$ cat config.mk
export PLATFORM = sky130hd
export DESIGN_NAME = modbus_rtu_lux_read_transaction_flat
export DESIGN_NICKNAME = d
export VERILOG_FILES = /design/src/sv/mrlr_pkg.sv /design/src/sv/mrlr_cmd_if.sv /design/src/sv/mrlr_res_if.sv /design/src/sv/mrlr_tx.sv /design/src/sv/mrlr_rx.sv /design/src/sv/modbus_rtu_lux_read_transaction.sv /design/src/flat_wrapper.sv
export SDC_FILE = /design/constraint.sdc
export NUM_CORES = 1
export LEC_CHECK = 0
export BUFFER_PORTS_ARGS = -buffer_cell sky130_fd_sc_hd__buf_2
export CORE_MARGIN = 5
export CORE_UTILIZATION = 40
export DETAILED_ROUTE_END_ITERATION = 8
export PLACE_DENSITY_LB_ADDON = 0.25
export SKIP_CTS_REPAIR_TIMING = 1
export SLEW_MARGIN = 25
export SYNTH_ARGS = -nofsm -noshare
export SYNTH_HDL_FRONTEND = slang
export SYNTH_SLANG_ARGS = --single-unit
$ cat constraint.sdc
create_clock -name clk -period 9.4 [get_ports clk]
set_clock_uncertainty 0.1 [all_clocks]
set_input_delay 0.47 -clock clk [delete_from_list [all_inputs] [get_ports clk]]
set_output_delay 0.47 -clock clk [all_outputs]
set_load 0.01 [all_outputs]
$ cat src/sv/mrlr_pkg.sv
// ----------------------------------------------------------------------------
// mrlr_pkg: shared definitions for the Modbus RTU lux read transaction
// Operation and status codes, protocol constants, word structs and the
// byte-wide CRC-16 update used on both the request and the reply path.
// ----------------------------------------------------------------------------
package mrlr_pkg;

	// Input operation codes.
	localparam logic [1:0] OP_START   = 2'd0;
	localparam logic [1:0] OP_BYTE    = 2'd1;
	localparam logic [1:0] OP_TIMEOUT = 2'd2;

	// Result kinds.
	localparam logic KIND_TX   = 1'b0;
	localparam logic KIND_DONE = 1'b1;

	// Finish status codes.
	localparam logic [1:0] ST_OK         = 2'd0;
	localparam logic [1:0] ST_TIMEOUT    = 2'd1;
	localparam logic [1:0] ST_BAD_HEADER = 2'd2;
	localparam logic [1:0] ST_CRC_BAD    = 2'd3;

	// Register select, taken from paddr bit 2 (registers lie 4 bytes apart).
	localparam int unsigned PADDR_W = 3;
	localparam logic REG_DEVICE_ADDRESS   = 1'b0;
	localparam logic REG_REGISTER_ADDRESS = 1'b1;

	// Register reset values.
	localparam logic [7:0]  DEVICE_ADDRESS_RST   = 8'h01;
	localparam logic [15:0] REGISTER_ADDRESS_RST = 16'h0007;

	// Protocol constants.
	localparam logic [15:0] CRC_INIT    = 16'hFFFF;
	localparam logic [15:0] CRC_POLY    = 16'hA001;
	localparam logic [7:0]  FUNC_READ   = 8'h03;
	localparam logic [7:0]  REPLY_COUNT = 8'h04;
	localparam logic [15:0] REG_COUNT   = 16'h0002;

	// Request byte currently offered by the transmit sequencer.
	typedef struct packed {
		logic [7:0] tx_byte;
		logic       last;
	} tx_info_t;

	// Finish word offered by the reply checker for the item in the input stage.
	typedef struct packed {
		logic        emit;
		logic [1:0]  status;
		logic [31:0] lux_value;
	} rx_res_t;

	// One reflected CRC-16 byte update, eight bit steps.
	function automatic logic [15:0] crc_byte(input logic [15:0] crc, input logic [7:0] b);
		logic [15:0] c;
		c = crc ^ {8'h00, b};
		for (int k = 0; k < 8; k++) begin
			c = c[0] ? ((c >> 1) ^ CRC_POLY) : (c >> 1);
		end
		return c;
	endfunction

endpackage

$ cat src/sv/mrlr_cmd_if.sv
// ----------------------------------------------------------------------------
// mrlr_cmd_if: input channel
// Carries one operation word (op, rx_byte) with a valid/ready handshake.
// ----------------------------------------------------------------------------
interface mrlr_cmd_if;
	logic       valid;
	logic       ready;
	logic [1:0] op;
	logic [7:0] rx_byte;

	modport source (output valid, output op, output rx_byte, input ready);
	modport sink (input valid, input op, input rx_byte, output ready);
endinterface

$ cat src/sv/mrlr_res_if.sv
// ----------------------------------------------------------------------------
// mrlr_res_if: result channel
// Carries one result word (request byte or finished reading) with valid/ready.
// ----------------------------------------------------------------------------
interface mrlr_res_if;
	logic        valid;
	logic        ready;
	logic        kind;
	logic [7:0]  tx_byte;
	logic [31:0] lux_value;
	logic [1:0]  status;
	logic        last;

	modport source (output valid, output kind, output tx_byte, output lux_value,
		output status, output last, input ready);
	modport sink (input valid, input kind, input tx_byte, input lux_value,
		input status, input last, output ready);
endinterface

$ cat src/sv/mrlr_tx.sv
// ----------------------------------------------------------------------------
// mrlr_tx: request sequencer
// Steps through the eight request bytes, one per advance, folding each
// header byte into a running CRC so that the CRC bytes are ready at the end.
// ----------------------------------------------------------------------------
module mrlr_tx (
	input  logic                     clk,
	input  logic                     arst_n,
	input  logic                     advance,
	input  logic [7:0]               device_address,
	input  logic [15:0]              register_address,
	output mrlr_pkg::tx_info_t       info
);

	logic [2:0]  idx_q;
	logic [15:0] crc_q;
	logic [7:0]  cur_byte;

	always_comb begin
		unique case (idx_q)
			3'd0: cur_byte = device_address;
			3'd1: cur_byte = mrlr_pkg::FUNC_READ;
			3'd2: cur_byte = register_address[15:8];
			3'd3: cur_byte = register_address[7:0];
			3'd4: cur_byte = mrlr_pkg::REG_COUNT[15:8];
			3'd5: cur_byte = mrlr_pkg::REG_COUNT[7:0];
			3'd6: cur_byte = crc_q[7:0];
			default: cur_byte = crc_q[15:8];
		endcase
	end

	assign info.tx_byte = cur_byte;
	assign info.last    = (idx_q == 3'd7);

	// The index wraps to zero after the high CRC byte, ready for the next request.
	always_ff @(posedge clk or negedge arst_n) begin
		if (!arst_n) begin
			idx_q <= 3'd0;
			crc_q <= mrlr_pkg::CRC_INIT;
		end else if (advance) begin
			idx_q <= idx_q + 3'd1;
			if (idx_q == 3'd7) begin
				crc_q <= mrlr_pkg::CRC_INIT;
			end else if (idx_q < 3'd6) begin
				crc_q <= mrlr_pkg::crc_byte(crc_q, cur_byte);
			end
		end
	end

endmodule

$ cat src/sv/mrlr_rx.sv
// ----------------------------------------------------------------------------
// mrlr_rx: reply checker
// Tracks the wait for the nine-byte reply, checks the header, collects the
// data bytes and the CRC, and offers the finish word on the last byte or
// on a timeout.
// ----------------------------------------------------------------------------
module mrlr_rx (
	input  logic                 clk,
	input  logic                 arst_n,
	input  logic                 step,
	input  logic [1:0]           op,
	input  logic [7:0]           rx_byte,
	input  logic [7:0]           device_address,
	output mrlr_pkg::rx_res_t    res
);

	logic        waiting_q;
	logic [3:0]  count_q;
	logic [15:0] crc_q;
	logic        hdr_good_q;
	logic [31:0] value_q;
	logic [7:0]  crc_lo_q;

	logic is_byte;
	logic is_timeout;
	logic finish;

	assign is_byte    = (op == mrlr_pkg::OP_BYTE) && waiting_q;
	assign is_timeout = (op == mrlr_pkg::OP_TIMEOUT) && waiting_q;
	assign finish     = is_byte && (count_q == 4'd8);

	always_comb begin
		res.emit      = is_timeout || finish;
		res.status    = mrlr_pkg::ST_OK;
		res.lux_value = 32'd0;
		if (is_timeout) begin
			res.status = mrlr_pkg::ST_TIMEOUT;
		end else if (!hdr_good_q) begin
			res.status = mrlr_pkg::ST_BAD_HEADER;
		end else if (crc_lo_q != crc_q[7:0] || rx_byte != crc_q[15:8]) begin
			res.status = mrlr_pkg::ST_CRC_BAD;
		end else begin
			res.lux_value = value_q;
		end
	end

	always_ff @(posedge clk or negedge arst_n) begin
		if (!arst_n) begin
			waiting_q  <= 1'b0;
			count_q    <= 4'd0;
			crc_q      <= mrlr_pkg::CRC_INIT;
			hdr_good_q <= 1'b1;
			value_q    <= 32'd0;
			crc_lo_q   <= 8'd0;
		end else if (step) begin
			if (op == mrlr_pkg::OP_START || is_timeout || finish) begin
				// A start rearms the wait; a timeout or the last byte ends it.
				waiting_q  <= (op == mrlr_pkg::OP_START);
				count_q    <= 4'd0;
				crc_q      <= mrlr_pkg::CRC_INIT;
				hdr_good_q <= 1'b1;
				value_q    <= 32'd0;
				crc_lo_q   <= 8'd0;
			end else if (is_byte) begin
				unique case (count_q)
					4'd0: if (rx_byte != device_address) hdr_good_q <= 1'b0;
					4'd1: if (rx_byte != mrlr_pkg::FUNC_READ) hdr_good_q <= 1'b0;
					4'd2: if (rx_byte != mrlr_pkg::REPLY_COUNT) hdr_good_q <= 1'b0;
					4'd3, 4'd4, 4'd5, 4'd6: value_q <= {value_q[23:0], rx_byte};
					4'd7: crc_lo_q <= rx_byte;
					default: ;
				endcase
				if (count_q < 4'd7) begin
					crc_q <= mrlr_pkg::crc_byte(crc_q, rx_byte);
				end
				count_q <= count_q + 4'd1;
			end
		end
	end

endmodule

$ cat src/sv/modbus_rtu_lux_read_transaction.sv
// ----------------------------------------------------------------------------
// modbus_rtu_lux_read_transaction: Modbus RTU read of two holding registers
// Input stage, request sequencer, reply checker and one result register.
// ----------------------------------------------------------------------------
// A start word makes the block send the eight-byte read request (slave address,
// function 3, register address high then low, count 2, CRC-16 low then high),
// one result word per cycle while the result register is free, the eighth marked
// last; the start holds the input stage until its last byte is loaded. A byte or
// timeout word giving no result retires at once, so such words are accepted
// every cycle while a finished result waits in the result register; finishing
// ones wait until it is free. Received bytes feed a byte-wide CRC as they come
// in; the ninth reply byte gives one finish word carrying the big-endian reading
// and a status (ok, timeout, bad header, CRC mismatch; a bad header wins over a
// bad CRC). Bytes and timeouts while no reply is awaited, and operation code 3,
// give no result. Registers: device_address at byte address 0, register_address
// at byte address 4; write them only while the block is idle.
// ----------------------------------------------------------------------------
module modbus_rtu_lux_read_transaction (
	input  logic                                clk,
	input  logic                                arst_n,
	mrlr_cmd_if.sink                            cmd,
	mrlr_res_if.source                          res,
	input  logic                                psel,
	input  logic                                penable,
	input  logic                                pwrite,
	input  logic [mrlr_pkg::PADDR_W-1:0]        paddr,
	input  logic [31:0]                         pwdata,
	output logic [31:0]                         prdata,
	output logic                                pready
);

	// Configuration registers.
	logic [7:0]  device_address_q;
	logic [15:0] register_address_q;

	// Input stage.
	logic       valid_s1;
	logic [1:0] op_s1;
	logic [7:0] rx_byte_s1;

	// Result register.
	logic        out_valid_q;
	logic        kind_q;
	logic [7:0]  tx_byte_q;
	logic [31:0] lux_value_q;
	logic [1:0]  status_q;
	logic        last_q;

	mrlr_pkg::tx_info_t tx_info;
	mrlr_pkg::rx_res_t  rx_res;

	logic out_free;
	logic is_start;
	logic needs_out;
	logic load_out;
	logic s1_done;
	logic cfg_write;

	// ---------------------------------------------------------------- APB port
	// Zero-wait-state port; paddr bit 2 selects the register, the low bits are
	// the byte offset within it.
	assign pready    = 1'b1;
	assign cfg_write = psel && penable && pwrite && pready;

	always_comb begin
		unique case (paddr[2])
			mrlr_pkg::REG_DEVICE_ADDRESS:   prdata = {24'd0, device_address_q};
			mrlr_pkg::REG_REGISTER_ADDRESS: prdata = {16'd0, register_address_q};
			default:                        prdata = 32'd0;
		endcase
	end

	always_ff @(posedge clk or negedge arst_n) begin
		if (!arst_n) begin
			device_address_q   <= mrlr_pkg::DEVICE_ADDRESS_RST;
			register_address_q <= mrlr_pkg::REGISTER_ADDRESS_RST;
		end else if (cfg_write) begin
			if (paddr[2] == mrlr_pkg::REG_DEVICE_ADDRESS) begin
				device_address_q <= pwdata[7:0];
			end else begin
				register_address_q <= pwdata[15:0];
			end
		end
	end

	// ---------------------------------------------------------- flow control
	// The result register can take a word when it is empty or being drained.
	assign out_free  = !out_valid_q || res.ready;
	assign is_start  = valid_s1 && (op_s1 == mrlr_pkg::OP_START);
	assign needs_out = is_start || rx_res.emit;
	assign load_out  = valid_s1 && needs_out && out_free;

	// The input word retires once its last result word is loaded, or at once
	// when it produces nothing.
	assign s1_done   = valid_s1 && (!needs_out || (out_free && (!is_start || tx_info.last)));
	assign cmd.ready = !valid_s1 || s1_done;

	always_ff @(posedge clk or negedge arst_n) begin
		if (!arst_n) begin
			valid_s1 <= 1'b0;
		end else if (cmd.ready) begin
			valid_s1 <= cmd.valid;
		end
	end

	always_ff @(posedge clk) begin
		if (cmd.valid && cmd.ready) begin
			op_s1      <= cmd.op;
			rx_byte_s1 <= cmd.rx_byte;
		end
	end

	// ------------------------------------------------------- request and reply
	mrlr_tx u_tx (
		.clk              (clk),
		.arst_n           (arst_n),
		.advance          (is_start && load_out),
		.device_address   (device_address_q),
		.register_address (register_address_q),
		.info             (tx_info)
	);

	mrlr_rx u_rx (
		.clk            (clk),
		.arst_n         (arst_n),
		.step           (s1_done),
		.op             (op_s1),
		.rx_byte        (rx_byte_s1),
		.device_address (device_address_q),
		.res            (rx_res)
	);

	// --------------------------------------------------------- result register
	always_ff @(posedge clk or negedge arst_n) begin
		if (!arst_n) begin
			out_valid_q <= 1'b0;
		end else if (load_out) begin
			out_valid_q <= 1'b1;
		end else if (res.ready) begin
			out_valid_q <= 1'b0;
		end
	end

	// A request byte carries no reading and an ok status; a finish word is
	// always the only and last word of its input word.
	always_ff @(posedge clk) begin
		if (load_out) begin
			if (is_start) begin
				kind_q      <= mrlr_pkg::KIND_TX;
				tx_byte_q   <= tx_info.tx_byte;
				lux_value_q <= 32'd0;
				status_q    <= mrlr_pkg::ST_OK;
				last_q      <= tx_info.last;
			end else begin
				kind_q      <= mrlr_pkg::KIND_DONE;
				tx_byte_q   <= 8'd0;
				lux_value_q <= rx_res.lux_value;
				status_q    <= rx_res.status;
				last_q      <= 1'b1;
			end
		end
	end

	assign res.valid     = out_valid_q;
	assign res.kind      = kind_q;
	assign res.tx_byte   = tx_byte_q;
	assign res.lux_value = lux_value_q;
	assign res.status    = status_q;
	assign res.last      = last_q;

	// -------------------------------------------------------------- assertions
	// A finish word always closes its input word.
	a_done_is_last: assert property (@(posedge clk) disable iff (!arst_n)
		res.valid && res.kind == mrlr_pkg::KIND_DONE |-> res.last)
		else $error("finish word without last");

	// A reading is only ever reported with an ok finish.
	a_value_only_ok: assert property (@(posedge clk) disable iff (!arst_n)
		res.valid && res.lux_value != 32'd0 |->
		res.kind == mrlr_pkg::KIND_DONE && res.status == mrlr_pkg::ST_OK)
		else $error("reading reported without ok status");

	// A start leaves the input stage only with its high CRC byte.
	a_start_retires_last: assert property (@(posedge clk) disable iff (!arst_n)
		s1_done && is_start |-> tx_info.last && load_out)
		else $error("start retired before the whole request was sent");

	// A request byte loaded with last set is followed by a fresh sequence.
	a_seq_wraps: assert property (@(posedge clk) disable iff (!arst_n)
		load_out && is_start && tx_info.last |=> tx_info.tx_byte == device_address_q)
		else $error("request sequencer did not wrap to the address byte");

endmodule
$ cat src/flat_wrapper.sv
// flat-port wrapper written by rule: the top's interface ports become plain ports
module modbus_rtu_lux_read_transaction_flat 
  (clk, arst_n, psel, penable, pwrite, paddr, pwdata, prdata, pready, cmd_valid, cmd_op, cmd_rx_byte, cmd_ready, res_valid, res_kind, res_tx_byte, res_lux_value, res_status, res_last, res_ready);
  mrlr_cmd_if cmd_i ();
  mrlr_res_if res_i ();
  input  logic clk;
  input  logic arst_n;
  input  logic psel;
  input  logic penable;
  input  logic pwrite;
  input  logic [mrlr_pkg::PADDR_W-1:0] paddr;
  input  logic [31:0] pwdata;
  output logic [31:0] prdata;
  output logic pready;
  input wire logic [$bits(cmd_i.valid)-1:0] cmd_valid;
  input wire logic [$bits(cmd_i.op)-1:0] cmd_op;
  input wire logic [$bits(cmd_i.rx_byte)-1:0] cmd_rx_byte;
  output wire logic [$bits(cmd_i.ready)-1:0] cmd_ready;
  output wire logic [$bits(res_i.valid)-1:0] res_valid;
  output wire logic [$bits(res_i.kind)-1:0] res_kind;
  output wire logic [$bits(res_i.tx_byte)-1:0] res_tx_byte;
  output wire logic [$bits(res_i.lux_value)-1:0] res_lux_value;
  output wire logic [$bits(res_i.status)-1:0] res_status;
  output wire logic [$bits(res_i.last)-1:0] res_last;
  input wire logic [$bits(res_i.ready)-1:0] res_ready;
  assign cmd_i.valid = cmd_valid;
  assign cmd_i.op = cmd_op;
  assign cmd_i.rx_byte = cmd_rx_byte;
  assign cmd_ready = cmd_i.ready;
  assign res_valid = res_i.valid;
  assign res_kind = res_i.kind;
  assign res_tx_byte = res_i.tx_byte;
  assign res_lux_value = res_i.lux_value;
  assign res_status = res_i.status;
  assign res_last = res_i.last;
  assign res_i.ready = res_ready;
  modbus_rtu_lux_read_transaction u_core (.clk(clk), .arst_n(arst_n), .cmd(cmd_i), .res(res_i), .psel(psel), .penable(penable), .pwrite(pwrite), .paddr(paddr), .pwdata(pwdata), .prdata(prdata), .pready(pready));
endmodule
Word-level counts from Yosys, hierarchy flattened
Cells that the tools add are included.
{ "totals": {"ff_bits": 161, "elab_cells": 159} }
{ "classes": {"addsub": 2, "n_lt_le_gt_ge": 2, "eq_ne": 25, "muxes": 43, "n_bitwise": 20, "reduce_logical": 47} }
{ "ops": {"columns": ["cell", "count"], "rows": [
  ["two-way mux 16 bit", 21],
  ["two-way mux 32 bit", 3],
  ["one-hot mux 32 bit (2 select lines)", 1],
  ["one-hot mux 8 bit (7 select lines)", 1],
  ["NOT 2 -> 3 bit", 16],
  ["XOR 16 x 8 -> 16 bit", 2],
  ["two-way mux 8 bit", 3],
  ["inequality test 8 bit", 3],
  ["== test 4 x 3 -> 1 bit, second input constant", 4],
  ["== test 3 bit, second input constant", 4],
  ["logical AND 1 bit", 12],
  ["nonzero test 2 bit", 6],
  ["AND reduction 2 bit", 5],
  ["logical OR 1 bit", 9],
  ["two-way mux 1 bit", 9],
  ["inequality test 3 bit, second input constant", 3],
  ["AND reduction 3 bit", 3],
  ["== test 4 x 2 -> 1 bit, second input constant", 2],
  ["two-way mux 4 bit", 2],
  ["inequality test 8 x 2 -> 1 bit, second input constant", 1],
  ["inequality test 8 x 3 -> 1 bit, second input constant", 1],
  ["OR reduction 4 bit", 2],
  ["== test 3 x 2 -> 1 bit, second input constant", 2],
  ["AND reduction 6 bit", 1],
  ["other kinds (18)", 23]
]} }

Longest topological paths before layout
Gate-level depths: netlist of the first run.
{ "depth": {"depth_word": 21, "depth_mapped": 11, "mapped_depth_nobuf": 10} }

By module
From an unflattened synthesis of the first run, not the netlist that was laid out.
{ "unflattened": {"hier_cells": 653, "hier_area_um2": 8035.2} }
{ "modules_own_cells": {"columns": ["module", "n_inst", "cells_per_inst", "area_each_um2", "seq_area_each_um2"], "rows": [
  ["mrlr_rx", 1, 308, 3347.0, 1572.8],
  ["modbus_rtu_lux_read_transaction", 1, 205, 3316.9, 2277.2],
  ["mrlr_tx", 1, 140, 1371.3, 495.5]
]} }

Worst setup path before layout of the first run
No wires, ideal clock.
{ "synth_path": {"path_kind": "flip-flop to flip-flop", "start": "register u_core.u_rx.count_q[0]", "end": "register u_core.kind_q, in the netlist u_core.res.kind (enable)", "setup_ps": 450, "t_arrival_ps": 3101, "setup_slack_ps": 5749, "path_stages_with_launch": 7, "path_buffers": 0, "cell_sequence": "dfrtp_1 inv_1 ha_1 nand4b_1 a21oi_1 o21ai_0 nor2b_1"} }
{ "synth_between": {"elab_chain_cells": 6} }
{ "synth_lines": {"columns": ["element", "line_no", "text"], "rows": [
  ["start: declaration", "mrlr_rx.sv:18", "logic [3:0] count_q;"],
  ["start signal: assignment", "mrlr_rx.sv:76", "count_q <= count_q + 4'd1;"],
  ["== test 4 bit", "mrlr_rx.sv:30", "assign finish = is_byte && (count_q == 4'd8);"],
  ["logical AND 1 bit", "mrlr_rx.sv:30", null],
  ["logical OR 1 bit", "mrlr_rx.sv:33", "res.emit = is_timeout || finish;"],
  ["logical OR 1 bit", "modbus_rtu_lux_read_transaction.sv:90", "assign needs_out = is_start || rx_res.emit;"],
  ["logical AND 1 bit (2 in a row)", "modbus_rtu_lux_read_transaction.sv:91", "assign load_out = valid_s1 && needs_out && out_free;"],
  ["net u_core.load_out", "modbus_rtu_lux_read_transaction.sv:55", "logic load_out;"],
  ["end signal: assignment", "modbus_rtu_lux_read_transaction.sv:149", "kind_q <= mrlr_pkg::KIND_TX;"],
  ["end signal: assignment", "modbus_rtu_lux_read_transaction.sv:155", "kind_q <= mrlr_pkg::KIND_DONE;"],
  ["end: declaration", "modbus_rtu_lux_read_transaction.sv:43", "logic kind_q;"]
]} }
The timed path passes the listed nets, and every way through them passes these cells.
A chain may end at the register's enable or synchronous reset.

Worst setup path in the final report of the first run
{ "layout_path": {"start": "register u_core.u_tx.idx_q[0]", "end": "register u_core.u_tx.crc_q[0]"} }
{ "layout_between": {"elab_chain_cells": 14} }
{ "layout_lines": {"columns": ["element", "line_no", "text"], "rows": [
  ["start: declaration", "mrlr_tx.sv:15", "logic [2:0] idx_q;"],
  ["start signal: assignment", "mrlr_tx.sv:41", "idx_q <= idx_q + 3'd1;"],
  ["== test 3 bit (tied with other cells)", "mrlr_tx.sv:20", "unique case (idx_q)"],
  ["one-hot mux 8 bit (7 select lines)", "mrlr_tx.sv:20", null],
  ["XOR 16 x 8 -> 16 bit", "mrlr_pkg.sv:55", "c = crc ^ {8'h00, b};"],
  ["two-way mux 16 bit / NOT 2 -> 3 bit (equally long branches) (6 in a row)", null, null],
  ["NOT 2 -> 3 bit (no source line) / two-way mux 16 bit (equally long branches)", null, null],
  ["two-way mux 16 bit (2 in a row)", "mrlr_pkg.sv:57", "c = c[0] ? ((c >> 1) ^ CRC_POLY) : (c >> 1);"],
  ["two-way mux 16 bit", "mrlr_tx.sv:44", "end else if (idx_q < 3'd6) begin"],
  ["two-way mux 16 bit", "mrlr_tx.sv:42", "if (idx_q == 3'd7) begin"],
  ["end signal: assignment", "mrlr_tx.sv:39", "crc_q <= mrlr_pkg::CRC_INIT;"],
  ["end signal: assignment", "mrlr_tx.sv:43", "crc_q <= mrlr_pkg::CRC_INIT;"],
  ["end signal: assignment", "mrlr_tx.sv:45", "crc_q <= mrlr_pkg::crc_byte(crc_q, cur_byte);"],
  ["end: declaration", "mrlr_tx.sv:16", "logic [15:0] crc_q;"]
]} }
Parallel ways exist; a longest one is shown, timed or not. The select of a mux whose other input is x is not followed.

==> summary.md, run 1 <==
| Metric | Value |
|---|---|
| Top FF cell, synth | `dfrtp_1` |
| Mapped cell area | `approximately 7600 um^2` |
| Part of the power in registers | `a little under two fifths` |
| Crit Path Category | `flip-flop to flip-flop` |
| Core ar. | `18800 um^2` |
| Tot Pwr | `0.00309 W` |
| Gr ovfl total | `0` |
| Worst hold path type | `input pin to flip-flop` |
| WHS Path Cells | `1` |
| Pwr per Cell Area | `between 300 and 400 nW/um^2` |
| # setup viols final | `0` |
| Dpl ws | `6050 ps` |
| Final period util | `around 36%` |
| Multi-input gate area | `3050 um^2` |
| Comb power frac | `a little over two fifths` |
| FFs w/ async S/R, synth | `between 60 and 70%` |
| Worst setup path startpoint | `u_core.u_tx.idx_q[0]$_DFFE_PN0P_` |
| Reg area | `about 4300 um^2` |
| CTS tree | `done` |
| R2R setup slack | `6030 ps` |
| R2R cell count | `9` |
| Final WS setup | `6030 ps` |
| Routability cong. | `about 0.84` |
| Max-slew headroom | `between 30% and 40%` |
| Register area share after synthesis | `56.9%` |
| Clock power frac | `a little over a fifth` |
| Leak | `3.86 nW` |
| Worst Path Required | `9660 ps` |
| CP endpoint kind | `flip-flop` |
| Status | `finished clean` |
| DRT Pass-1 Iters | `8` |
| PortBufs | `95` |
| Total number of vias | `5066` |
| Maximum clock frequency | `about 0.3 GHz` |
| Max IR drop VDD | `between 200 and 300 uV` |
| Initial core utilization | `between 40 and 50%` |
| Largest net degree at the start of global routing | `between 80 and 90` |
| Chip width | `about 150 um` |
| HP Start | `cmd_rx_byte[3]` |
| Sw frac | `36.4%` |
| Warnings, synthesis | `0` |
| RSZ-0062 raised after global routing | `false` |
| N_diodes | `0` |
| Yosys reg bits | `161` |
| Clock sinks | `between 150 and 200` |
| Startpoint Class | `flip-flop` |
| Clock buffer depth | `2` |
| Global-route wire length before repair | `roughly 28000 um` |
| Total die area | `22000 um^2` |
| Sw power | `0.00113 W` |
| Max Cap Violations | `0` |
| H-tree Lvls | `4` |
| Vias per cell | `5.17` |
| WP data arrival | `about 3600 ps` |
| Syn Inst Count | `~650` |
| Hold Path Sink | `u_core.rx_byte_s1[3]$_DFFE_PP_` |
| Clock-pin slew on the worst setup and hold paths | `roughly 70 ps` |
| Per-cell routed wire length | `roughly 17 um` |
| Synthesis-to-layout area growth | `15.7%` |
| Crit path max fanout | `10` |
| Distinct cells, synth | `56` |
| Gr usage total | `15.9%` |
| Syn Area/Cell | `between 10 and 15 um^2` |
| CTS buffer count | `17` |
| Internal power | `just under 0.002 W` |
| RR Endpoint | `u_core.u_tx.crc_q[0]$_DFFE_PN1P_` |
| IO Count | `131` |
| Final Slew Violations | `0` |
| Final Hold Vio Count | `0` |
| DRC violation count after routing | `0` |
| EDFF count, synth | `54` |
| Actual slew at the worst max-slew pin | `just under 1000 ps` |
| Std cell rows | `50` |
| Number of global-route vias before repair | `between 5000 and 6000` |
| Final nets | `a little under 800` |
| Layout cells sized above 1 | `a little under a third` |
| Reg2Reg Launch Point | `u_core.u_tx.idx_q[0]$_DFFE_PN0P_` |
| Antenna violations before repair | `0` |
| Final WL | `17100 um` |
| Detailed placer's ending HPWL | `approximately 12000 um` |
| Hold slack | `between 100 and 150 ps` |
| Die extent in y | `148 um` |
| Initial DRC Count | `377` |
| Post-route antenna net violation count | `0` |
| Tmin final | `between 3000 and 4000 ps` |
| Root Buffer Master | `clkbuf_16` |
| Clock latency at the later pin of the worst-skew pair | `~430 ps` |
| Setup_tns | `0 ps` |
| Layout filler cell count | `~1700` |
worst max-delay path by stage:
stage,end,cells after the start
6_report,u_core.u_tx.crc_q[0]$_DFFE_PN1P_,9
5_1_grt,u_core.u_tx.crc_q[15]$_DFFE_PN1P_,9
4_1_cts,u_core.u_tx.crc_q[0]$_DFFE_PN1P_,9
3_5_place_dp,u_core.u_tx.crc_q[0]$_DFFE_PN1P_,9
3_3_place_gp,u_core.u_tx.crc_q[0]$_DFFE_PN1P_,9
2_1_floorplan,u_core.res.kind$_DFFE_PP_,6
logic make-up after synthesis:
logic type	after synthesis	share of synthesized area [%]
compound gates	73	7.11
xor+xnor	69	8.97
fa+ha+maj	10	1.64
buf+inv	63	4.08
flops	161	56.9
mux	48	7.22
other cells	2	0.0983
simple gates	222	14.0
cells in the mapped netlist (3+ instances only):
master,number,share of area (%)
dfstp_2,37,13
clkbuf_1,31,1.5
a21oi_1,13,0.85
o21ai_0,8,0.52
xor2_1,18,2.1
xnor2_1,45,5.2
a31oi_1,8,0.66
nand3_1,42,2.8
mux2_4,4,0.79
nand4_1,5,0.41
dfrtp_1,70,23
a2bb2oi_1,11,1.3
edfxtp_1,54,21
nor3_1,3,0.20
nor2_1,31,1.5
nor2b_1,3,0.25
a22o_1,8,0.92
buf_4,18,1.8
nand2_1,80,3.9
ha_1,10,1.6
inv_1,10,0.49
mux2i_1,3,0.39
nand2b_1,3,0.25
a222oi_1,6,0.79
nor4_1,3,0.25
and2_1,42,3.4
mux2_2,41,6.0
o22a_1,8,0.92
metal layers:
metal / GRT usage [%] / vias to the layer above / share of wire (%)
met4: 4.39 / 0 / 0.79
met3: 4.60 / 10 / 5.1
met2: 24.5 / 158 / 46
met5: 0 / - / 0
met1: 22.1 / 2499 / 48
li1: - / 2399 / -
layout make-up:
cell class,count,share of cell area (%)
Tap cell,234,3.31
Sequential cell,161,49.2
Clock inverter,15,1.61
Multi-Input combinational cell,439,34.5
Inverter,12,0.509
Clock buffer,17,4.81
Timing Repair Buffer,102,6.07
sequential cells by signal (all words and copies together) (netlist names):
signal / flops
u_core.res.lux_value: 32
u_core.u_rx.value_q: 32
u_core.register_address_q: 16
u_core.u_rx.crc_q: 16
u_core.u_tx.crc_q: 16
u_core.device_address_q: 8
u_core.res.tx_byte: 8
u_core.rx_byte_s1: 8
u_core.u_rx.crc_lo_q: 8
u_core.u_rx.count_q: 4
u_core.u_tx.idx_q: 3
u_core.op_s1: 2
u_core.res.status: 2
u_core.res.kind: 1
u_core.res.last: 1
u_core.res.valid: 1
u_core.u_rx.hdr_good_q: 1
u_core.u_rx.waiting_q: 1
u_core.valid_s1: 1
stage by stage:
stage | instances | instance area (um^2) | util, %
2_1_floorplan | 663 | 7700 | -
3_3_place_gp | 947 | 8260 | 44.0
3_5_place_dp | 947 | 8260 | 44.0
4_1_cts | 979 | 8830 | 47.0
5_1_grt | 980 | 8840 | 47.1
6_report | 980 | 8840 | 47.1
worst max-delay path: stages (launching register included):
cell	delay, ps
dfrtp_1	410
inv_1	80
ha_1	320
a2111o_1	640
mux2_4	380
xor2_1	240
xor2_1	270
xnor3_2	520
xnor3_1	190
o22a_1	160
power groups by stage:
stage	Combinational (W)	Clock [W]	Sequential [W]
2_1_floorplan	0.00108	0	0.00108
3_3_place_gp	0.00125	0	0.00114
3_5_place_dp	0.00128	0	0.00115
4_1_cts	0.00129	0.000682	0.00114
5_1_grt	0.00141	0.000712	0.00116
6_report	0.00128	0.000666	0.00114
cells in the final DEF, fill, tap and decap left out, types with 10 or more instances in the layout:
cell,instances
dfstp_2,37
mux2_2,41
a2bb2oi_1,11
nand2_1,80
buf_2,94
clkbuf_16,17
a21oi_1,12
nor2_1,30
nand3_1,42
and2_1,42
edfxtp_1,54
xor2_1,18
ha_1,10
xnor2_1,45
inv_1,10
conb_1,17
dfrtp_1,70
Power figures use the tool's default switching activity.
==> run 2: changes to the inputs <==
--- a/config.mk
+++ b/config.mk
@@ -5,6 +5,7 @@
 export SDC_FILE = /design/constraint.sdc
 export NUM_CORES = 1
 export LEC_CHECK = 0
+export ABC_AREA = 1
 export BUFFER_PORTS_ARGS = -buffer_cell sky130_fd_sc_hd__buf_2
 export CORE_MARGIN = 5
 export CORE_UTILIZATION = 40
==> constraint.sdc (replaced) <==
create_clock -name clk -period 2.8 [get_ports clk]
set_clock_uncertainty 0.1 [all_clocks]
set_input_delay 0.14 -clock clk [delete_from_list [all_inputs] [get_ports clk]]
set_output_delay 0.14 -clock clk [all_outputs]
set_load 0.01 [all_outputs]
==> run 2 against run 1 <==
Combinational power increased to 3.7 times the previous value; synthesized area increased by 6.9%; cell area increased by 13%; via count increased by 26%; first-iteration DRC count increased by 5.0%; clock power increased to 3.6 times the previous value; worst hold slack improved by 67 ps; count of clock-buffer cells in the layout unchanged; critical path depth increased by 5; core utilization increased by 2.2 points; register-to-register slack got worse by 5800 ps.
==> summary.md, run 2 <==
| Metric | Value |
|---|---|
| Layout cells sized above 1 | `24.5% (-5.7 points)` |
| Final Slew Violations | `0 (unchanged)` |
| End point of the critical path | `u_core.u_rx.crc_q[6]$_DFFE_PN1P_` |
| Final Util | `49.4% (+2.2 points)` |
| Clock latency at the later pin of the worst-skew pair | `430 ps (about the same)` |
| Final period util | `93.4% (+58 points)` |
| Warnings, synthesis | `0 (unchanged)` |
| R2R setup slack | `180 ps (-5840 ps)` |
| Detailed placer's ending HPWL | `13700 um (+14%)` |
| Worst Path Required | `3040 ps (-6620 ps)` |
| Final nets | `1110 (+40%)` |
| Mapped cell area | `8170 um^2 (+6.9%)` |
| Gr usage total | `16.3% (+0.36 points)` |
| Root Buffer Master | `clkbuf_16` |
| Part of the power in registers | `33.9% (-3.0 points)` |
| Largest net degree at the start of global routing | `60 (-29%)` |
| # setup viols final | `0 (unchanged)` |
| CTS tree | `done` |
| Synth top cells by count | `162 x nand2_1, 126 x inv_1, 88 x nor2_1, 73 x nand3_1, 70 x dfrtp_1` |
| Comb power frac | `43.6% (+2.0 points)` |
| Total number of vias | `6368 (+26%)` |
| Largest stage delay, worst path | `420 ps (-220 ps)` |
| Worst path cell trace | `ha_2, ha_1, or2_1, a22o_1, inv_2, nor2_1, o21ai_2, buf_4, inv_2, nand2_4, nand2_2, buf_12, nor2_1, a21oi_1` |
| Chip width | `153 um (+3.2%)` |
| Clock-pin slew on the worst setup and hold paths | `70 ps (about the same)` |
| Syn Inst Count | `911 (+41%)` |
| Syn Area/Cell | `8.96 um^2 (-24%)` |
| Worst setup path startpoint | `u_core.u_tx.idx_q[0]$_DFFE_PN0P_` |
| Std cell rows | `52 (+4.0%)` |
| Synthesis-to-layout area growth | `21.9%` |
| Yosys reg bits | `161 (unchanged)` |
| CP Buf/Inv Count | `4 (+3)` |
| Initial core utilization | `40.5% (-0.22 points)` |
| Max IR drop VDD | `553 uV (+89%)` |
| Clock power frac | `22.5% (+0.9 points)` |
| IO Count | `131 (unchanged)` |
| EDFF count, synth | `54 (unchanged)` |
| Status | `finished clean` |
| Crit Path Category | `flip-flop to flip-flop` |
| Top FF cell, synth | `dfrtp_1` |
| Critical path's top delay family | `simple AND/OR/NAND/NOR gates` |
| DRC violation count after routing | `0 (unchanged)` |
| Pwr per Cell Area | `1080 nW/um^2 (+210%)` |
| R2R cell count | `14 (+5)` |
| Most frequent cells in the layout | `158 x nand2_1, 122 x inv_1, 94 x buf_2` |
| Core ar. | `20200 um^2 (+7.5%)` |
| Antenna violations before repair | `0 (unchanged)` |
| RR Endpoint | `u_core.u_rx.crc_q[6]$_DFFE_PN1P_` |
| Per-cell routed wire length | `14.4 um (-17%)` |
| Max-slew headroom | `46.5% (+11 points)` |
| Clock sinks | `161 (unchanged)` |
| H-tree Lvls | `4 (unchanged)` |
| Clock buffer depth | `2 (unchanged)` |
| Gr ovfl total | `0 (unchanged)` |
| Number of global-route vias before repair | `6043 (+18%)` |
| Post-route antenna net violation count | `0 (unchanged)` |
| Ranking of synthesized cells by area | `dfrtp_1 21%, edfxtp_1 20%, dfstp_2 12%, nand2_1 7.4%, inv_1 5.8%` |
| PortBufs | `95 (unchanged)` |
| Actual slew at the worst max-slew pin | `803 ps (-171 ps)` |
| Register area share after synthesis | `53.2% (-3.7 points)` |
| Sw frac | `41.5% (+5.0 points)` |
| Synth top area share | `21.5% (-1.5 points)` |
| Count leader, synth | `nand2_1` |
| FFs w/ async S/R, synth | `66.5% (unchanged)` |
| Leading cell type in the layout, fill and taps excluded | `nand2_1` |
| Internal power | `0.00632 W (+220%)` |
| Area leader, netlist | `dfrtp_1` |
| Slowest cell on crit path | `dfrtp_1` |
| Startpoint Class | `flip-flop` |
| CP endpoint kind | `flip-flop` |
| Final Hold Vio Count | `0 (unchanged)` |
| Crit path max fanout | `8 (-2)` |
| WP data arrival | `2860 ps (-770 ps)` |
| Worst hold path type | `input pin to async pin` |
| Maximum clock frequency | `0.382 GHz (+29%)` |
| Distinct cells, synth | `41 (-27%)` |
| Dpl ws | `60.5 ps (-5990 ps)` |
| Max Cap Violations | `0 (unchanged)` |
| Global-route wire length before repair | `31000 um (+12%)` |
| Final WL | `19200 um (+13%)` |
| Tmin final | `2620 ps (-757 ps)` |
| Die extent in y | `153 um (+3.2%)` |
| Total die area | `23400 um^2 (+6.4%)` |
| WP depth | `14 (+5)` |
| Initial DRC Count | `396 (+5.0%)` |
| Final WS setup | `184 ps (-5840 ps)` |
| Leak | `4.62 nW (+20%)` |
| Routability cong. | `0.822 (-2.4%)` |
| Reg2Reg Launch Point | `u_core.u_tx.idx_q[0]$_DFFE_PN0P_` |
| DRT Pass-1 Iters | `5 (-3)` |
| Vias per cell | `4.78 (-7.4%)` |
| CTS buffer count | `17 (unchanged)` |
| Sw power | `0.00448 W (+300%)` |
| N_diodes | `0 (unchanged)` |
==> run 2: cell types whose count changed after synthesis, moves of 11 or more <==
cell,before,now
inv_1,10,126
clkbuf_1,31,15
nand2_2,0,14
mux2_2,41,8
o21ai_1,1,14
o21ai_0,8,66
xnor2_1,45,19
a2bb2oi_1,11,0
nand3_1,42,73
nor2_1,31,88
and2_1,42,0
nand2_1,80,162
nand4_1,5,17
==> run 2: per-layer routing <==
metal / vias to the layer above / global-route usage, % / share of wire, %
met2: 207 / 23.4 / 43
met3: 23 / 3.25 / 6.1
li1: 3191 / - / -
met5: - / 0 / 0
met1: 2947 / 24.7 / 50
met4: 0 / 5.01 / 1.3
==> run 2: cells by family (layout without fill, tap and decap cells) <==
| kind of cell | count (synthesis) | after routing | share of synthesized area, % |
|---|---|---|---|
| buffers and inverters | 184 | 318 | 9.94 |
| muxes | 8 | 8 | 1.10 |
| and+or+nand+nor | 382 | 382 | 21.2 |
| other | 2 | 17 | 0.0920 |
| xor gates and xnor gates | 41 | 41 | 4.40 |
| DFF | 161 | 161 | 53.2 |
| adders and majority gates | 10 | 10 | 1.53 |
| AOI/OAI and AO/OA | 123 | 124 | 8.50 |
==> run 2: how the worst min path moves through the flow <==
stage            from                                      to  slack (ps)  cells past startpoint
3_5_place_dp   arst_n     u_core.u_rx.crc_lo_q[3]$_DFFE_PN0P_         120                      1
5_1_grt        arst_n     u_core.u_rx.crc_lo_q[5]$_DFFE_PN0P_         260                      2
3_3_place_gp   arst_n     u_core.u_rx.crc_lo_q[3]$_DFFE_PN0P_         120                      1
6_report       arst_n     u_core.u_rx.crc_lo_q[3]$_DFFE_PN0P_         190                      2
4_1_cts        arst_n     u_core.u_rx.crc_lo_q[3]$_DFFE_PN0P_        -340                      1
2_1_floorplan  arst_n  u_core.device_address_q[1]$_DFFE_PN0P_        -260                      0
==> run 2: power groups by stage <==
stage | registers (W) | clock network (W) | logic (W)
2_1_floorplan | 0.00356 | 0 | 0.00349
3_3_place_gp | 0.00368 | 0 | 0.00439
3_5_place_dp | 0.00369 | 0 | 0.00448
4_1_cts | 0.00366 | 0.00248 | 0.00451
5_1_grt | 0.00374 | 0.00258 | 0.00528
6_report | 0.00366 | 0.00243 | 0.00471
==> run 2: layout make-up <==
| type | instances | area (um^2) |
|---|---|---|
| clock buffers | 17 | 425 |
| clock inverters | 15 | 190 |
| fillers | 1901 | 10200 |
| inverters | 135 | 509 |
| multi-input cells | 582 | 3150 |
| flip-flops and latches | 161 | 4350 |
| well taps | 270 | 338 |
| repair buffers | 151 | 1000 |
==> run 2: metrics by stage <==
| step | total power [W] | hold slack, ps | cell area, um^2 | setup TNS [ps] | std cells |
|---|---|---|---|---|---|
| finish | 0.0108 | 189 | 9950 | 0 | 1331 |
| global route | 0.0116 | 258 | 9950 | -12.7 | 1331 |
| CTS | 0.0106 | -343 | 9590 | 0 | 1299 |
| detailed placement | 0.00817 | 123 | 8970 | 0 | 1267 |
| global placement | 0.00807 | 119 | 8970 | 0 | 1267 |
| floorplan | 0.00706 | -256 | 8250 | -71.3 | 926 |
==> run 3: changes to the inputs <==
--- a/config.mk
+++ b/config.mk
@@ -8,7 +8,7 @@
 export ABC_AREA = 1
 export BUFFER_PORTS_ARGS = -buffer_cell sky130_fd_sc_hd__buf_2
 export CORE_MARGIN = 5
-export CORE_UTILIZATION = 40
+export CORE_UTILIZATION = 50
 export DETAILED_ROUTE_END_ITERATION = 8
 export PLACE_DENSITY_LB_ADDON = 0.25
 export SKIP_CTS_REPAIR_TIMING = 1
==> run 3 against run 2 <==
Wire length down 1.9%; sequential share of layout area increased by 0.73 points; critical path depth up 6; worst setup slack got worse by 24 ps; non-clock buffer count fell by 7; first-iteration DRC count up 15%; cell count down 4.7%; sequential power barely moved.
==> summary.md, run 3 (synthesis gave the netlist of run 2 again) <==
| Metric | Value |
|---|---|
| Hold slack | `174 ps (-15.0 ps)` |
| Slowest cell on crit path | `dfrtp_1` |
| Worst Path Required | `3060 ps (+20 ps)` |
| Tmin final | `2640 ps (+23.8 ps)` |
| WP depth | `20 (+6)` |
| Total number of vias | `6450 (+1.3%)` |
| CTS buffer count | `17 (unchanged)` |
| Gr ovfl total | `0 (unchanged)` |
| Max Cap Violations | `0 (unchanged)` |
| Final Hold Vio Count | `0 (unchanged)` |
| Post-route antenna net violation count | `0 (unchanged)` |
| Largest net degree at the start of global routing | `65 (+8.3%)` |
| Worst path cell trace | `ha_2, ha_2, nand2_1, nand2_1, nor2_1, nand3_2, nand2_2, nand2_1, nand2_1, nand2_1, nand2_2, nand2_1, nand3_2, nand2_2, nand2_2, nand3_1, nand3_1, nand3_1, nand2_1, inv_1` |
| Reg2Reg Launch Point | `u_core.u_tx.idx_q[1]$_DFFE_PN0P_` |
| Std cell rows | `46 (-12%)` |
| Worst setup path startpoint | `u_core.u_tx.idx_q[1]$_DFFE_PN0P_` |
| Final nets | `1102 (-0.72%)` |
| Worst hold path type | `input pin to async pin` |
| Clock-pin slew on the worst setup and hold paths | `70 ps (about the same)` |
| Critical path's top delay family | `simple AND/OR/NAND/NOR gates` |
| Layout filler cell count | `1405 (-26%)` |
| DRT Pass-1 Iters | `5 (unchanged)` |
| Routability cong. | `0.909 (+11%)` |
| Clock buffer depth | `2 (unchanged)` |
| Clock latency at the later pin of the worst-skew pair | `430 ps (about the same)` |
| R2R cell count | `20 (+6)` |
| Core ar. | `15900 um^2 (-21%)` |
| IO Count | `131 (unchanged)` |
| R2R setup slack | `160 ps (-20 ps)` |
| Vias per cell | `5.08 (+6.2%)` |
| Actual slew at the worst max-slew pin | `762 ps (-40.9 ps)` |
| Most frequent cells in the layout | `160 x nand2_1, 121 x inv_1, 94 x buf_2` |
| Global-route wire length before repair | `30000 um (-3.1%)` |
| Status | `finished clean` |
| Clock sinks | `161 (unchanged)` |
| H-tree Lvls | `4 (unchanged)` |
| Layout cells sized above 1 | `23.7% (-0.76 points)` |
| CTS tree | `done` |
| Final period util | `94.3% (+0.85 points)` |
| # setup viols final | `0 (unchanged)` |
| Leak | `4.56 nW (-1.3%)` |
| Initial core utilization | `51.2% (+11 points)` |
| End point of the critical path | `u_core.u_tx.crc_q[13]$_DFFE_PN1P_` |
| Pwr per Cell Area | `1090 nW/um^2 (about the same)` |
| Final Slew Violations | `0 (unchanged)` |
| Die extent in y | `138 um (-9.9%)` |
| N_diodes | `0 (unchanged)` |
| Most common cell on crit path | `nand2_1` |
| Detailed placer's ending HPWL | `13200 um (-3.4%)` |
| Chip width | `138 um (-9.9%)` |
| Initial DRC Count | `455 (+15%)` |
| Post-place instance area | `8850 um^2 (-1.3%)` |
| Dpl ws | `112 ps (+51.1 ps)` |
| Final WS setup | `160 ps (-23.8 ps)` |
| Tot Pwr | `0.0106 W (-1.6%)` |
| Number of global-route vias before repair | `5907 (-2.3%)` |
| Root Buffer Master | `clkbuf_16` |
| Crit path max fanout | `8 (unchanged)` |
| CP Buf/Inv Count | `1 (-3)` |
| RR Endpoint | `u_core.u_tx.crc_q[13]$_DFFE_PN1P_` |
| Per-cell routed wire length | `14.9 um (+2.9%)` |
| Gr usage total | `20.3% (+4.1 points)` |
| Leading cell type in the layout, fill and taps excluded | `nand2_1` |
| Max IR drop VDD | `616 uV (+11%)` |
| CP endpoint kind | `flip-flop` |
| WP data arrival | `2900 ps (+40 ps)` |
| Total die area | `19000 um^2 (-19%)` |
| Synthesis-to-layout area growth | `19.9%` |
| Startpoint Class | `flip-flop` |
| Crit Path Category | `flip-flop to flip-flop` |
| Post-route cell area | `9790 um^2 (-1.6%)` |
| Max-slew headroom | `49.1% (+2.6 points)` |
| Maximum clock frequency | `0.379 GHz (-0.90%)` |
| PortBufs | `95 (unchanged)` |
| Antenna violations before repair | `0 (unchanged)` |
| DRC violation count after routing | `0 (unchanged)` |
| Largest stage delay, worst path | `430 ps (about the same)` |
| Final WL | `18900 um (-1.9%)` |
run 3: worst min-delay path by stage:
stage | startpoint | slack, ps | cells past startpoint | end
after CTS | arst_n | -360 | 1 | u_core.u_rx.value_q[30]$_DFFE_PN0P_
after global placement | arst_n | 90 | 1 | u_core.res.valid$_DFFE_PN0P_
final | arst_n | 170 | 2 | u_core.u_rx.value_q[30]$_DFFE_PN0P_
after floorplan | arst_n | -260 | 0 | u_core.device_address_q[1]$_DFFE_PN0P_
after global routing | arst_n | 230 | 2 | u_core.u_rx.value_q[30]$_DFFE_PN0P_
after detailed placement | arst_n | 100 | 1 | u_core.valid_s1$_DFFE_PN0N_
run 3: cell type report:
cell class	count	area [um^2]	share of cell area (%)
repair buffers	144	938	9.58
clock buffers	17	425	4.35
flip-flops and latches	161	4350	44.4
well taps	216	270	2.76
inverters	135	509	5.20
multi-input cells	581	3130	32.0
clock inverters	15	168	1.71
run 3: metal layers:
metal	part of all wire (%)	track usage, %	vias to the layer above
met5	0	0	-
met4	1.6	6.09	0
met3	7.2	4.49	26
met2	44	28.9	232
met1	47	31.0	3017
li1	-	-	3175
run 3: through the flow:
step / cells / setup TNS [ps] / util [%]
2_1_floorplan: 926 / -71.3 / -
3_3_place_gp: 1208 / 0 / 55.5
3_5_place_dp: 1208 / 0 / 55.5
4_1_cts: 1240 / 0 / 59.2
5_1_grt: 1269 / -5.56 / 61.4
6_report: 1269 / 0 / 61.4
run 3: worst register-to-register path, delay by kind of cell (launching register included):
family	cells	cell delay (ps)
adder cells (fa/ha/maj)	2	460
buffers and inverters	1	30
flip-flops	1	430
AND/OR/NAND/NOR	17	1570
run 3: power by group:
group,switching (W),internal (W),total (W)
sequential,0.000475,0.00320,0.00367
combinational,0.00292,0.00172,0.00465
clock,0.00104,0.00127,0.00231
total,0.00444,0.00618,0.0106
